<file path="config.mk">
export PLATFORM = sky130hd
export DESIGN_NAME = zbf_front
export DESIGN_NICKNAME = d
export VERILOG_FILES = /design/src/design/zbf_pkg.sv /design/src/design/zbf_front.sv
export SDC_FILE = /design/constraint.sdc
export NUM_CORES = 1
export LEC_CHECK = 0
export ABC_AREA = 1
export BUFFER_PORTS_ARGS = -buffer_cell sky130_fd_sc_hd__buf_2
export CAP_MARGIN = 20
export CORE_ASPECT_RATIO = 0.5
export CORE_MARGIN = 2
export CORE_UTILIZATION = 30
export DETAILED_ROUTE_END_ITERATION = 6
export PLACE_DENSITY = 0.64
export SYNTH_ARGS = -nofsm -noshare
export SYNTH_HDL_FRONTEND = slang
export SYNTH_SLANG_ARGS = --single-unit
</file>
<file path="constraint.sdc">
create_clock -name vclk -period 5.1
set_clock_uncertainty 0.05 [all_clocks]
set_input_delay 0 -clock vclk [all_inputs]
set_output_delay 0 -clock vclk [all_outputs]
set_load 0.05 [all_outputs]
</file>
<file path="src/design/zbf_pkg.sv">
package zbf_pkg;

	localparam int MODE_W  = 2;
	localparam int COORD_W = 7;
	localparam int DEPTH_W = 32;
	localparam int RGBA_W  = 32;
	localparam int DIM_W   = 8;
	// y * width + x for 7-bit coordinates and an 8-bit width
	localparam int CALC_AW = 15;
	localparam int COUNT_W = 2 * DIM_W;

	localparam logic [MODE_W-1:0] MODE_DEPTH = 2'd0;
	localparam logic [MODE_W-1:0] MODE_WRITE = 2'd1;
	localparam logic [MODE_W-1:0] MODE_READ  = 2'd2;
	localparam logic [MODE_W-1:0] MODE_CLEAR = 2'd3;

	localparam logic REG_IDX_WIDTH  = 1'b0;
	localparam logic REG_IDX_HEIGHT = 1'b1;

	localparam logic [DIM_W-1:0]   DIM_RESET     = 8'd128;
	localparam logic [DEPTH_W-1:0] DEPTH_NEG_INF = 32'h8000_0000;

	typedef struct packed {
		logic [MODE_W-1:0]         mode;
		logic                      oor;
		logic [CALC_AW-1:0]        addr;
		logic signed [DEPTH_W-1:0] depth;
		logic [RGBA_W-1:0]         rgba;
	} item_t;

	typedef struct packed {
		logic              depth_pass;
		logic              oor;
		logic [RGBA_W-1:0] rgba;
	} result_t;

endpackage

</file>
<file path="src/design/zbf_front.sv">
module zbf_front import zbf_pkg::*; (
	input  logic               s_axis_tvalid,
	output logic               s_axis_tready,
	input  logic [79:0]        s_axis_tdata,
	input  logic [MODE_W-1:0]  s_axis_tuser,
	input  logic               enable,
	input  logic [DIM_W-1:0]   w_eff,
	input  logic [DIM_W-1:0]   h_eff,
	input  logic               q_full,
	output logic               push,
	output item_t              push_item
);

	logic [COORD_W-1:0] x;
	logic [COORD_W-1:0] y;
	logic [CALC_AW-1:0] row_base;

	assign x = s_axis_tdata[6:0];
	assign y = s_axis_tdata[13:7];

	assign s_axis_tready = enable & ~q_full;
	assign push          = s_axis_tvalid & s_axis_tready;

	assign row_base = CALC_AW'(y) * CALC_AW'(w_eff);

	always_comb begin
		push_item.mode  = s_axis_tuser;
		// clear ignores coordinates altogether
		push_item.oor   = (s_axis_tuser != MODE_CLEAR) &&
			((DIM_W'(x) >= w_eff) || (DIM_W'(y) >= h_eff));
		push_item.addr  = row_base + CALC_AW'(x);
		push_item.depth = $signed(s_axis_tdata[45:14]);
		push_item.rgba  = s_axis_tdata[77:46];
	end

endmodule

</file>
==> results.md <==
- Worst Path Max Fanout: 9
- Hpwl dp: 5209 um
- Max Cap Viol: 0
- Worst hold path class: input port to output pin
- Post-CTS setup buffer count: 0
- Total power: 1.517 mW
- Minimum clock period: 3807 ps
- Tcrit/Tclk final: 74.65%
- Die span in y: 77.11 um
- Post-synth cell types: 26
- RSZ-0062 raised after global routing: false
- Worst-path cell chain: buf_2 > nand2_1 > fa_1 > fa_1 > inv_1 > fa_1 > inv_1 > fa_1 > inv_1 > ha_1 > nand2_1 > nand2_1 > nand2_1 > nand2_1 > a21oi_1 > xnor2_1 > buf_2
- Drt pass-1 iters: 4
- DIE AREA: 0.01158 mm^2
- Core box area: 0.01031 mm^2
- Iter 0 DRT Violations: 95
- WS Path Type: input port to output pin
- GRT Overall Usage: 10.10%
- GRT overflow: 0
- Max Fclk: 262.7 MHz
- PortBufs: 55
- Post-Place Cells: 588
- Leak: 2.333 nW
- Routability cong.: 0.8224
- Die width: 150.2 um
- Gate Count Post-Synth: 473
- Initial antenna violation count: 0
- Power density of the placed cells: 404.8 mW/mm^2
- Synth Area per Inst: 6.780 um^2
- Vias: 2797
- Crit. End Element: output pin
- Worst EP arrival: 3760 ps
- CP peak stage delay: 540 ps
- Vias/cell: 4.290
- Relative slew margins: 65.44%
- Synth Cell Area: 0.003207 mm^2
- Synth Net Count: 660
- Count of flip-flops and latches: 0
- Register area: 0 um^2
- # rows: 26
- Final nets: 701
- CP Launch Type: input port
- Boundary Pins: 185
- Detail Route Antenna Nets: 0
- Fill cell count: 1083
- Worst-Margin Slew: 516.7 ps
- Crit path max-delay cell type: fa_1
- WL/cell: 9.897 um
- Initial cell density of the core: 31.10%
- # clk buffers: 0
- Outcome: completed
- Vias in the first global route: 2354
- Largest net degree at the start of global routing: 10
- First-pass GRT wire length: 10230 um
- Fin cells: 652
- # setup viols final: 0
- Final hold vios: 0
- DRC: 0
- Setup TNS: 0 ps
- Worst Path Required: 5050 ps
- Total Routed Length: 6453 um
- Post-CTS Resized: 0
- Fraction of layout cells with a size suffix above 1: 13.28%
- VDD IR max: 0.4258 mV
- Sequential fraction of the synthesis area: 0%
- Area grow syn2layout: 16.89%
- Slew Viols, Final: 0
- Synth warn: 0
- Diode count: 0
- Most used cell, CP: nand2_1
==> routing by layer <==
layer / routed length [um] / track usage, %
met1: 2866 / 13.84
met4: 12 / 0.09434
met5: 0 / 0
met2: 3273 / 18.81
met3: 301 / 0.1786
==> cell type report <==
class	instances	area [um^2]	area share (%)
Tap cell	140	175.2	4.673
Timing Repair Buffer	119	915.9	24.43
Multi-Input combinational cell	261	2162	57.68
Inverter	132	495.5	13.22
==> cells by family (layout without fill, tap and decap cells) <==
| logic type | count (synthesis) | count (layout) | share of synthesized area [%] |
|---|---|---|---|
| fa+ha+maj | 86 | 86 | 41.98 |
| xor+xnor | 8 | 8 | 2.185 |
| buf+inv | 212 | 251 | 32.58 |
| compound gates | 18 | 18 | 3.824 |
| simple gates | 149 | 149 | 19.43 |
==> power breakdown <==
part	switching [mW]	leakage, nW	internal (mW)
Sequential	0	0	0
Clock	0	0	0
Combinational	1.09	2.33	0.430
Total	1.09	2.33	0.430
==> path summary, 6_finish.rpt <==
path	start	cells past startpoint	slack, ps	to
worst min-delay path	s_axis_tuser[0]	2	250	push_item[80]
worst max-delay path	s_axis_tdata[13]	17	1290	push_item[73]
==> per-stage QoR <==
stage	util [%]	instance area [um^2]	hold WS (ps)	setup WS, ps
after floorplan	-	3207	117.1	1017
after global placement	30.14	3108	-49.66	1286
after detailed placement	30.14	3108	-49.66	1279
after CTS	36.35	3749	253.1	1269
after global routing	36.35	3749	256.6	1050
final	36.35	3749	252.2	1293
==> critical path: cells and delay by family <==
kind	cells	cell delay [ps]
adders and majority gates	5	2440
buffers and inverters	5	610
and+or+nand+nor	5	400
AOI/OAI and AO/OA	1	160
xor gates and xnor gates	1	130
==> what timing repair did <==
action,in CTS,in global routing
endpoints found under the setup margin,0,0
hold endpoints to repair,64,0
hold buffers,64,0
==> cell usage in the layout (no fill, tap or decap), drive strengths merged <==
cell type	n
o21bai	3
nand3b	1
a21o	1
nand2	110
nand3	12
inv	132
fa	36
nand4	4
o21ai	2
a21oi	12
nor3b	1
dlygate4sd3	64
nor2	19
buf	55
xor2	3
nor3	1
ha	50
xnor2	5
and3	1
==> synth_stat cells, drive strengths merged <==
library cell  instances  area (um^2)
nor2                 19        78.83
and3                  1        6.260
nand3                12        75.07
buf                  67        500.5
xor2                  3        26.28
fa                   36        720.7
o21bai                3        22.52
xnor2                 5        43.79
a21oi                12        71.32
clkbuf               13        48.80
nand4                 4        25.02
nand3b                1        7.510
nor3                  1        5.000
nand2               110        417.9
o21ai                 2        21.27
nor3b                 1        7.510
a21o                  1        7.510
ha                   50        625.6
inv                 132        495.5
No activity file was read; power rests on OpenSTA's default activity.
