[src/design/zbf_pkg.sv]
package zbf_pkg;

	localparam int MODE_W  = 2;
	localparam int COORD_W = 7;
	localparam int DEPTH_W = 32;
	localparam int RGBA_W  = 32;
	localparam int DIM_W   = 8;
	// y * width + x for 7-bit coordinates and an 8-bit width
	localparam int CALC_AW = 15;
	localparam int COUNT_W = 2 * DIM_W;

	localparam logic [MODE_W-1:0] MODE_DEPTH = 2'd0;
	localparam logic [MODE_W-1:0] MODE_WRITE = 2'd1;
	localparam logic [MODE_W-1:0] MODE_READ  = 2'd2;
	localparam logic [MODE_W-1:0] MODE_CLEAR = 2'd3;

	localparam logic REG_IDX_WIDTH  = 1'b0;
	localparam logic REG_IDX_HEIGHT = 1'b1;

	localparam logic [DIM_W-1:0]   DIM_RESET     = 8'd128;
	localparam logic [DEPTH_W-1:0] DEPTH_NEG_INF = 32'h8000_0000;

	typedef struct packed {
		logic [MODE_W-1:0]         mode;
		logic                      oor;
		logic [CALC_AW-1:0]        addr;
		logic signed [DEPTH_W-1:0] depth;
		logic [RGBA_W-1:0]         rgba;
	} item_t;

	typedef struct packed {
		logic              depth_pass;
		logic              oor;
		logic [RGBA_W-1:0] rgba;
	} result_t;

endpackage

[src/design/zbf_queue.sv]
module zbf_queue import zbf_pkg::*; (
	input  logic  clk,
	input  logic  arst_n,
	input  logic  push,
	input  item_t push_item,
	output logic  full,
	input  logic  pop,
	output logic  empty,
	output item_t head
);

	localparam int DEPTH = 2;
	localparam int PW    = $clog2(DEPTH);

	item_t          entry_q [DEPTH];
	logic [PW-1:0]  wr_ptr_q;
	logic [PW-1:0]  rd_ptr_q;
	logic [PW:0]    count_q;

	assign full  = (count_q == (PW+1)'(DEPTH));
	assign empty = (count_q == '0);
	assign head  = entry_q[rd_ptr_q];

	always_ff @(posedge clk or negedge arst_n) begin
		if (!arst_n) begin
			wr_ptr_q <= '0;
			rd_ptr_q <= '0;
			count_q  <= '0;
		end else begin
			if (push)
				wr_ptr_q <= wr_ptr_q + PW'(1);
			if (pop)
				rd_ptr_q <= rd_ptr_q + PW'(1);
			if (push && !pop)
				count_q <= count_q + (PW+1)'(1);
			else if (pop && !push)
				count_q <= count_q - (PW+1)'(1);
		end
	end

	always_ff @(posedge clk) begin
		if (push)
			entry_q[wr_ptr_q] <= push_item;
	end

endmodule

[config.mk]
export PLATFORM = sky130hd
export DESIGN_NAME = zbf_queue
export DESIGN_NICKNAME = d
export VERILOG_FILES = /design/src/design/zbf_pkg.sv /design/src/design/zbf_queue.sv
export SDC_FILE = /design/constraint.sdc
export NUM_CORES = 1
export LEC_CHECK = 0
export ABC_CLOCK_PERIOD_IN_PS = 4900
export BUFFER_PORTS_ARGS = -buffer_cell sky130_fd_sc_hd__buf_4
export CORE_MARGIN = 10
export CORE_UTILIZATION = 47
export CTS_CLUSTER_SIZE = 30
export DETAILED_ROUTE_END_ITERATION = 16
export GPL_TIMING_DRIVEN = 0
export PLACE_DENSITY_LB_ADDON = 0.08
export SLEW_MARGIN = 15
export SYNTH_ARGS = -nofsm -noshare
export SYNTH_HDL_FRONTEND = slang
export SYNTH_SLANG_ARGS = --single-unit
[constraint.sdc]
create_clock -name clk -period 4.9 [get_ports clk]
set_input_delay 0.49 -clock clk [delete_from_list [all_inputs] [get_ports clk]]
set_output_delay 0.49 -clock clk [all_outputs]
set_load 0.05 [all_outputs]
==> results of run 1 <==
[worst max-delay path, delay by kind of cell (launching register included)]
family | cells | cell delay, ns
muxes | 1 | 0.31
DFF | 1 | 0.35
buffers and inverters | 3 | 0.59
[cell type report]
cell class                      instances  area [um^2]
Fill cell                             966         4610
Timing Repair Buffer                  175         1420
Sequential cell                       168         5020
Buffer                                  9          156
Tap cell                              176          220
Inverter                                1         3.75
Clock buffer                           18          429
Multi-Input combinational cell         93         1280
Clock inverter                         14          205
[cell usage in the layout, fill, tap and decap left out, drive strengths merged]
cell         synthesis  final
buf                  9    183
edfxtp             164    164
mux2                82     82
clkbuf               0     18
bufinv               0      5
clkinv               0      5
xor2                 4      4
clkinvlp             0      4
dfrtp                4      4
nor2                 2      2
nor2b                2      2
inv                  1      1
and2                 1      1
xnor2                1      1
ha                   1      1
dlygate4sd3          0      1
[through the flow]
step	utilization [%]	worst slack [ns]	area, um^2
after floorplan	-	0.294	6450
after global placement	59.5	-2.08	7940
after detailed placement	60.6	2.99	8090
after CTS	65.4	2.68	8730
after global routing	65.4	2.65	8730
final	65.4	2.73	8730
[cells by family (layout without fill, tap and decap cells)]
kind of cell | Yosys count | after routing | synth area share (%)
buf+inv | 10 | 217 | 2.48
fa+ha+maj | 1 | 1 | 0.194
simple gates | 5 | 5 | 0.407
flops | 168 | 168 | 77.9
xor+xnor | 5 | 5 | 0.679
mux | 82 | 82 | 18.4
[registers in the layout (all words and copies together), names as in the netlist]
register / cells
count_q: 2
entry_q: 164
rd_ptr_q: 1
wr_ptr_q: 1
[power breakdown]
part,total [mW],switching (mW),internal (mW),leakage [nW]
Sequential,1.98,0.0745,1.91,1.59
Clock,1.41,0.511,0.898,0.295
Combinational,2.73,1.67,1.06,1.63
[path summary, 6_finish.rpt]
check                         startpoint              to  slack (ns)  cells past startpoint
max                             rd_ptr_q        head[63]        2.73                      4
min                        push_item[57]  entry_q[0][57]        0.26                      1
max reg2reg                     wr_ptr_q  entry_q[0][62]        3.22                      3
min reg2reg                   count_q[1]      count_q[1]        0.51                      1
max in group asynchronous         arst_n      count_q[1]        4.40                      2
min in group asynchronous         arst_n      count_q[0]        0.40                      2
[routing by layer]
layer / global-route usage [%] / share of wire [%] / vias to the layer above
met3: 6.23 / 9.4 / 19
met1: 14.3 / 37 / 1541
met2: 22.3 / 53 / 106
met5: 0 / 0 / -
met4: 5.62 / 1.5 / 0
li1: - / - / 1467
==> impl_metrics.csv, run 1 <==
group,metric,value,unit
grt,grt_overflow,0,
sta,timing.fmax,460,MHz
yosys,yosys.area.top_type_share,76.3,%
yosys,synth_area,6450,um^2
clock_network,cts_tree,"done",
yosys,syn_area_per_cell,23.8,um^2
critical_path,worstSetupEndpointType,"output pin",
grt,grt_pass1_wl,18600,um
critical_path,slowest_stage,"dfrtp_1",
yosys,ys_ff_latch,168,
critical_path,critical-path-max-stage-delay,0.35,ns
clock_network,numCtsBuffers,17,
clock_network,insertion_delay,0.42,ns
critical_path,cp.required,4.41,ns
cells_and_area,antenna_cells,0,
min_path,hold_class,"input port to register",
route,via_per_inst,4.79,
power,leakagePower,3.51,nW
sta,worstMarginPinSlew,0.613,ns
floorplanning,die_area,18800,um^2
clock_network,clock_sinks,168,
yosys,synthCells,271,
yosys,syn-num-nets,358,
clock_network,cts_resized,0,
route,drcViolationCount,0,
yosys,ys.flop_type,"edfxtp_1",
power,finalPower,6.12,mW
sta,hold_slack,0.255,ns
grt,grt_usage,13.4,%
yosys,synth_commonest_cells,"edfxtp_1 (164), mux2_4 (70), mux2_2 (12)",
placed_design,portBuffers,169,
yosys,yosys_warnings,0,
yosys,ys_types,14,
floorplanning,fp-row-count,42,
route,vias,3133,
power,ir_drop,404,uV
sta,fin_crit,2.17,ns
route,avgRoutedWirePerCell,19.0,um
route,dr.pass1.iters,4,
power,p_per_area,701,nW/um^2
critical_path,cp_max_fo,10,
sta,rsz0062_at_grt,"no",
route,drtIter0Drc,122,
grt,grt_pass1_vias,3393,
critical_path,crit_chain,"buf_6, buf_12, mux2_4, buf_4",
critical_path,crit_type,"register to output pin",
run,cap_violations,0,
yosys,yosysTopAreaCell,"edfxtp_1",
floorplanning,die_x,137,um
yosys,synth_most_common_cell,"edfxtp_1",
clock_network,cts.path.max_buffers,2,
sta,finalSetupTns,0,ns
outcome,status,"finished, final reports clean",
placed_design,dp_hpwl,8830,um
clock_network,cts-root-buf,"clkbuf_16",
cells_and_area,nets,552,
sta,fin_worst_skew,0.00348,ns
grt,antenna_found_initial,0,
yosys,ys_async_sr_fraction,2.38,%
sta,finalHoldViolCount,0,
yosys,synth.area.top_cells,"edfxtp_1 (76%), mux2_4 (16%), buf_12 (2.2%), mux2_2 (2.1%), dfrtp_1 (1.6%)",
cells_and_area,area_delta_synth_final,35.3,%
sta,setup_violations,0,
floorplanning,start_util,48.4,%
grt,grt_max_degree,47,
sta,min_period_over_period,44.3,%
cells_and_area,drive_gt1_share,61.7,%
yosys,synth-seq-area-share,77.9,%
clock_network,cts_htree_levels,4,
route,ant_nets,0,
floorplanning,coreArea,13300,um^2
clock_network,cts_hold_buffers,1,
placed_design,gp_congestion,0.702,
floorplanning,io_pins,170,
critical_path,start_kind,"register",
clock_network,cts_setup_buffers,0,
yosys,synth_edf_count,164,
sta,maxSlewHeadroom,59.1,%
route,drt_wl_total,12400,um
floorplanning,fp.dieH,137,um
sta,report.final.slew_viol_count,0,
critical_path,arrival,1.68,ns
placed_design,dpl.cell_count,621,
clock_network,path_clk_slew,0.06,ns
cells_and_area,fin_cells,654,
No activity file was read; power rests on OpenSTA's default activity.
==> run 2: changes to the inputs <==
- ABC_AREA: default -> 1
- ABC_CLOCK_PERIOD_IN_PS: 4900 -> 2100
- CORE_UTILIZATION: 47 -> 52
- clock period: 4.9 -> 2.1 ns (I/O delays scaled with it)
==> impl_metrics.csv, run 2 <==
group,metric,value,unit
clock_network,cts_tree,"done",
critical_path,worstRegToRegCells,3,
sta,report.final.slew_viol_count,0,
yosys,yosysTopAreaCell,"edfxtp_1",
yosys,yosys.area.top_type_share,76.1,%
floorplanning,die_x,132,um
critical_path,crit_type,"input port to register",
critical_path,arrival,2.02,ns
floorplanning,die_area,17300,um^2
clock_network,cts_htree_levels,4,
sta,fin_worst_skew,0.00631,ns
cells_and_area,fin_cells,739,
critical_path,worstSetupEndpointType,"register",
yosys,ys.flop_type,"edfxtp_1",
grt,antenna_found_initial,0,
sta,rsz0062_at_grt,"no",
yosys,ys_ff_latch,168,
yosys,synth_xor_xnor_area_share,0.406,%
yosys,syn_area_per_cell,23.1,um^2
cells_and_area,n_fill_cell,676,
cells_and_area,seqCellArea,5020,um^2
yosys,synth_adder_area_share,0.193,%
cells_and_area,layout_common_cells,"buf_4 (169), edfxtp_1 (164), dlygate4sd3_1 (85)",
route,drtIter0Drc,138,
power,finalPower,14.5,mW
sta,hold_slack,0.126,ns
yosys,synth-seq-area-share,77.6,%
placed_design,dpl.cell_count,622,
clock_network,path_clk_slew,0.06,ns
yosys,synthMuxAreaShare,18.3,%
placed_design,pre_cts_slack,0.258,ns
floorplanning,io_pins,170,
floorplanning,fp.dieH,132,um
critical_path,r2r_start,"wr_ptr_q",
placed_design,dp_hpwl,8750,um
sta,setup_violations,0,
route,via_per_inst,4.77,
floorplanning,start_util,53.5,%
grt,grt_pass1_wl,21500,um
cells_and_area,largest_register_ffs,164,
critical_path,cp_max_fo,23,
power,ir_drop,1010,uV
cells_and_area,drive_gt1_share,52.2,%
grt,grt_max_degree,35,
cells_and_area,antenna_cells,0,
grt,grt_pass1_vias,3961,
critical_path,start_kind,"input port",
sta,finalHoldViolCount,0,
critical_path,startpoint,"push",
placed_design,gp_congestion,0.709,
critical_path,worst-r2r-setup-slack,0.27,ns
yosys,synthCells,280,
power,p_per_area,1510,nW/um^2
critical_path,cp-endpoint,"entry_q[0][17]",
yosys,yosys.area_share.simple,0.638,%
grt,grt_usage,15.9,%
critical_path,cp.required,2.22,ns
yosys,synth_area,6470,um^2
floorplanning,coreArea,12100,um^2
sta,min_period_over_period,90.4,%
cells_and_area,final_core_util,79.0,%
clock_network,insertion_delay,0.41,ns
route,drcViolationCount,0,
clock_network,cts-root-buf,"clkbuf_16",
floorplanning,fp-row-count,40,
sta,worstMarginPinSlew,0.780,ns
placed_design,portBuffers,169,
route,ant_nets,0,
cells_and_area,nets,645,
yosys,yosys_warnings,0,
route,avgRoutedWirePerCell,18.5,um
yosys,ys_async_sr_fraction,2.38,%
sta,fin_crit,1.90,ns
yosys,syn-num-nets,367,
yosys,synth_commonest_cells,"edfxtp_1 (164), mux2_4 (70), mux2_2 (12)",
power,leakagePower,3.89,nW
sta,setup_ws,0.202,ns
route,vias,3524,
cells_and_area,multi_input_area,1280,um^2
yosys,synth_most_common_cell,"edfxtp_1",
critical_path,r2r_end,"entry_q[0][17]",
yosys,synth_edf_count,164,
sta,maxSlewHeadroom,47.9,%
yosys,synth.area.top_cells,"edfxtp_1 (76%), mux2_4 (16%), buf_12 (2.2%), mux2_2 (2.1%), dfrtp_1 (1.5%)",
cells_and_area,area_delta_synth_final,47.9,%
yosys,ys_types,15,
cells_and_area,reg_top3,"entry_q (164), count_q (2)",
route,dr.pass1.iters,4,
clock_network,cts.path.max_buffers,2,
grt,grt_overflow,0,
clock_network,numCtsBuffers,17,
cells_and_area,layout_commonest_cell,"buf_4",
sta,timing.fmax,527,MHz
cells_and_area,regMostFlops,"entry_q",
route,drt_wl_total,13700,um
min_path,hold_class,"input port to async pin",
yosys,synth_compound_area_share,0,%
outcome,status,"finished, final reports clean",
clock_network,clock_sinks,168,
run,cap_violations,0,
yosys,synth_top_family_by_area,"multiplexers",
-- run 2: area by class of cell --
| type | count | area share [%] |
|---|---|---|
| buffer | 9 | 1.63 |
| clock buffer | 24 | 5.24 |
| clock inverter | 8 | 1.46 |
| inverter | 7 | 0.314 |
| multi-input combinational | 96 | 13.3 |
| sequential | 168 | 52.5 |
| tap | 168 | 2.20 |
| timing repair buffer | 259 | 23.3 |
-- run 2: kinds of logic (layout without fill, tap and decap cells) --
kind of cell	Yosys count	after routing
xor gates and xnor gates	3	3
adders and majority gates	1	1
buffers and inverters	16	307
DFF	168	168
muxes	82	82
and+or+nand+nor	10	10
-- run 2: timing repair --
action,CTS,global route
setup endpoints to repair,0,0
gates resized for setup,0,0
endpoints found under the hold margin,170,0
buffers inserted,0,0
hold buffers,85,0
-- run 2: layer usage --
| metal | track usage (%) | share of wire (%) |
|---|---|---|
| met5 | 0 | 0 |
| met4 | 6.37 | 1.8 |
| met3 | 5.98 | 7.9 |
| met2 | 26.9 | 52 |
| met1 | 17.6 | 38 |
-- run 2: stage by stage --
step	setup TNS, ns	cell area [um^2]
3_3_place_gp	-115.26	7970
2_1_floorplan	0	6490
6_report	0	9570
3_5_place_dp	0	8080
5_1_grt	0	9570
4_1_cts	0	9570
-- run 2: how the worst min path moves through the flow --
stage | to | slack, ns | depth (start not counted)
after floorplan | count_q[0] | -0.09 | 0
after global placement | count_q[1] | 0.01 | 1
after detailed placement | count_q[1] | 0.01 | 1
after CTS | count_q[1] | 0.10 | 2
after global routing | count_q[1] | 0.13 | 2
final | count_q[1] | 0.13 | 2
-- run 2: power by group --
part	switching (mW)	leakage (nW)	internal, mW	total (mW)
sequential	0.186	1.59	4.45	4.64
clock	1.15	0.320	2.14	3.29
combinational	3.98	1.99	2.55	6.53
-- run 2: worst max-delay path, cell delays in order --
cell and delay [ns]:
dlygate4sd3_1 0.55, buf_4 0.15, inv_1 0.07, nor2_4 0.60, buf_16 0.25, buf_16 0.17
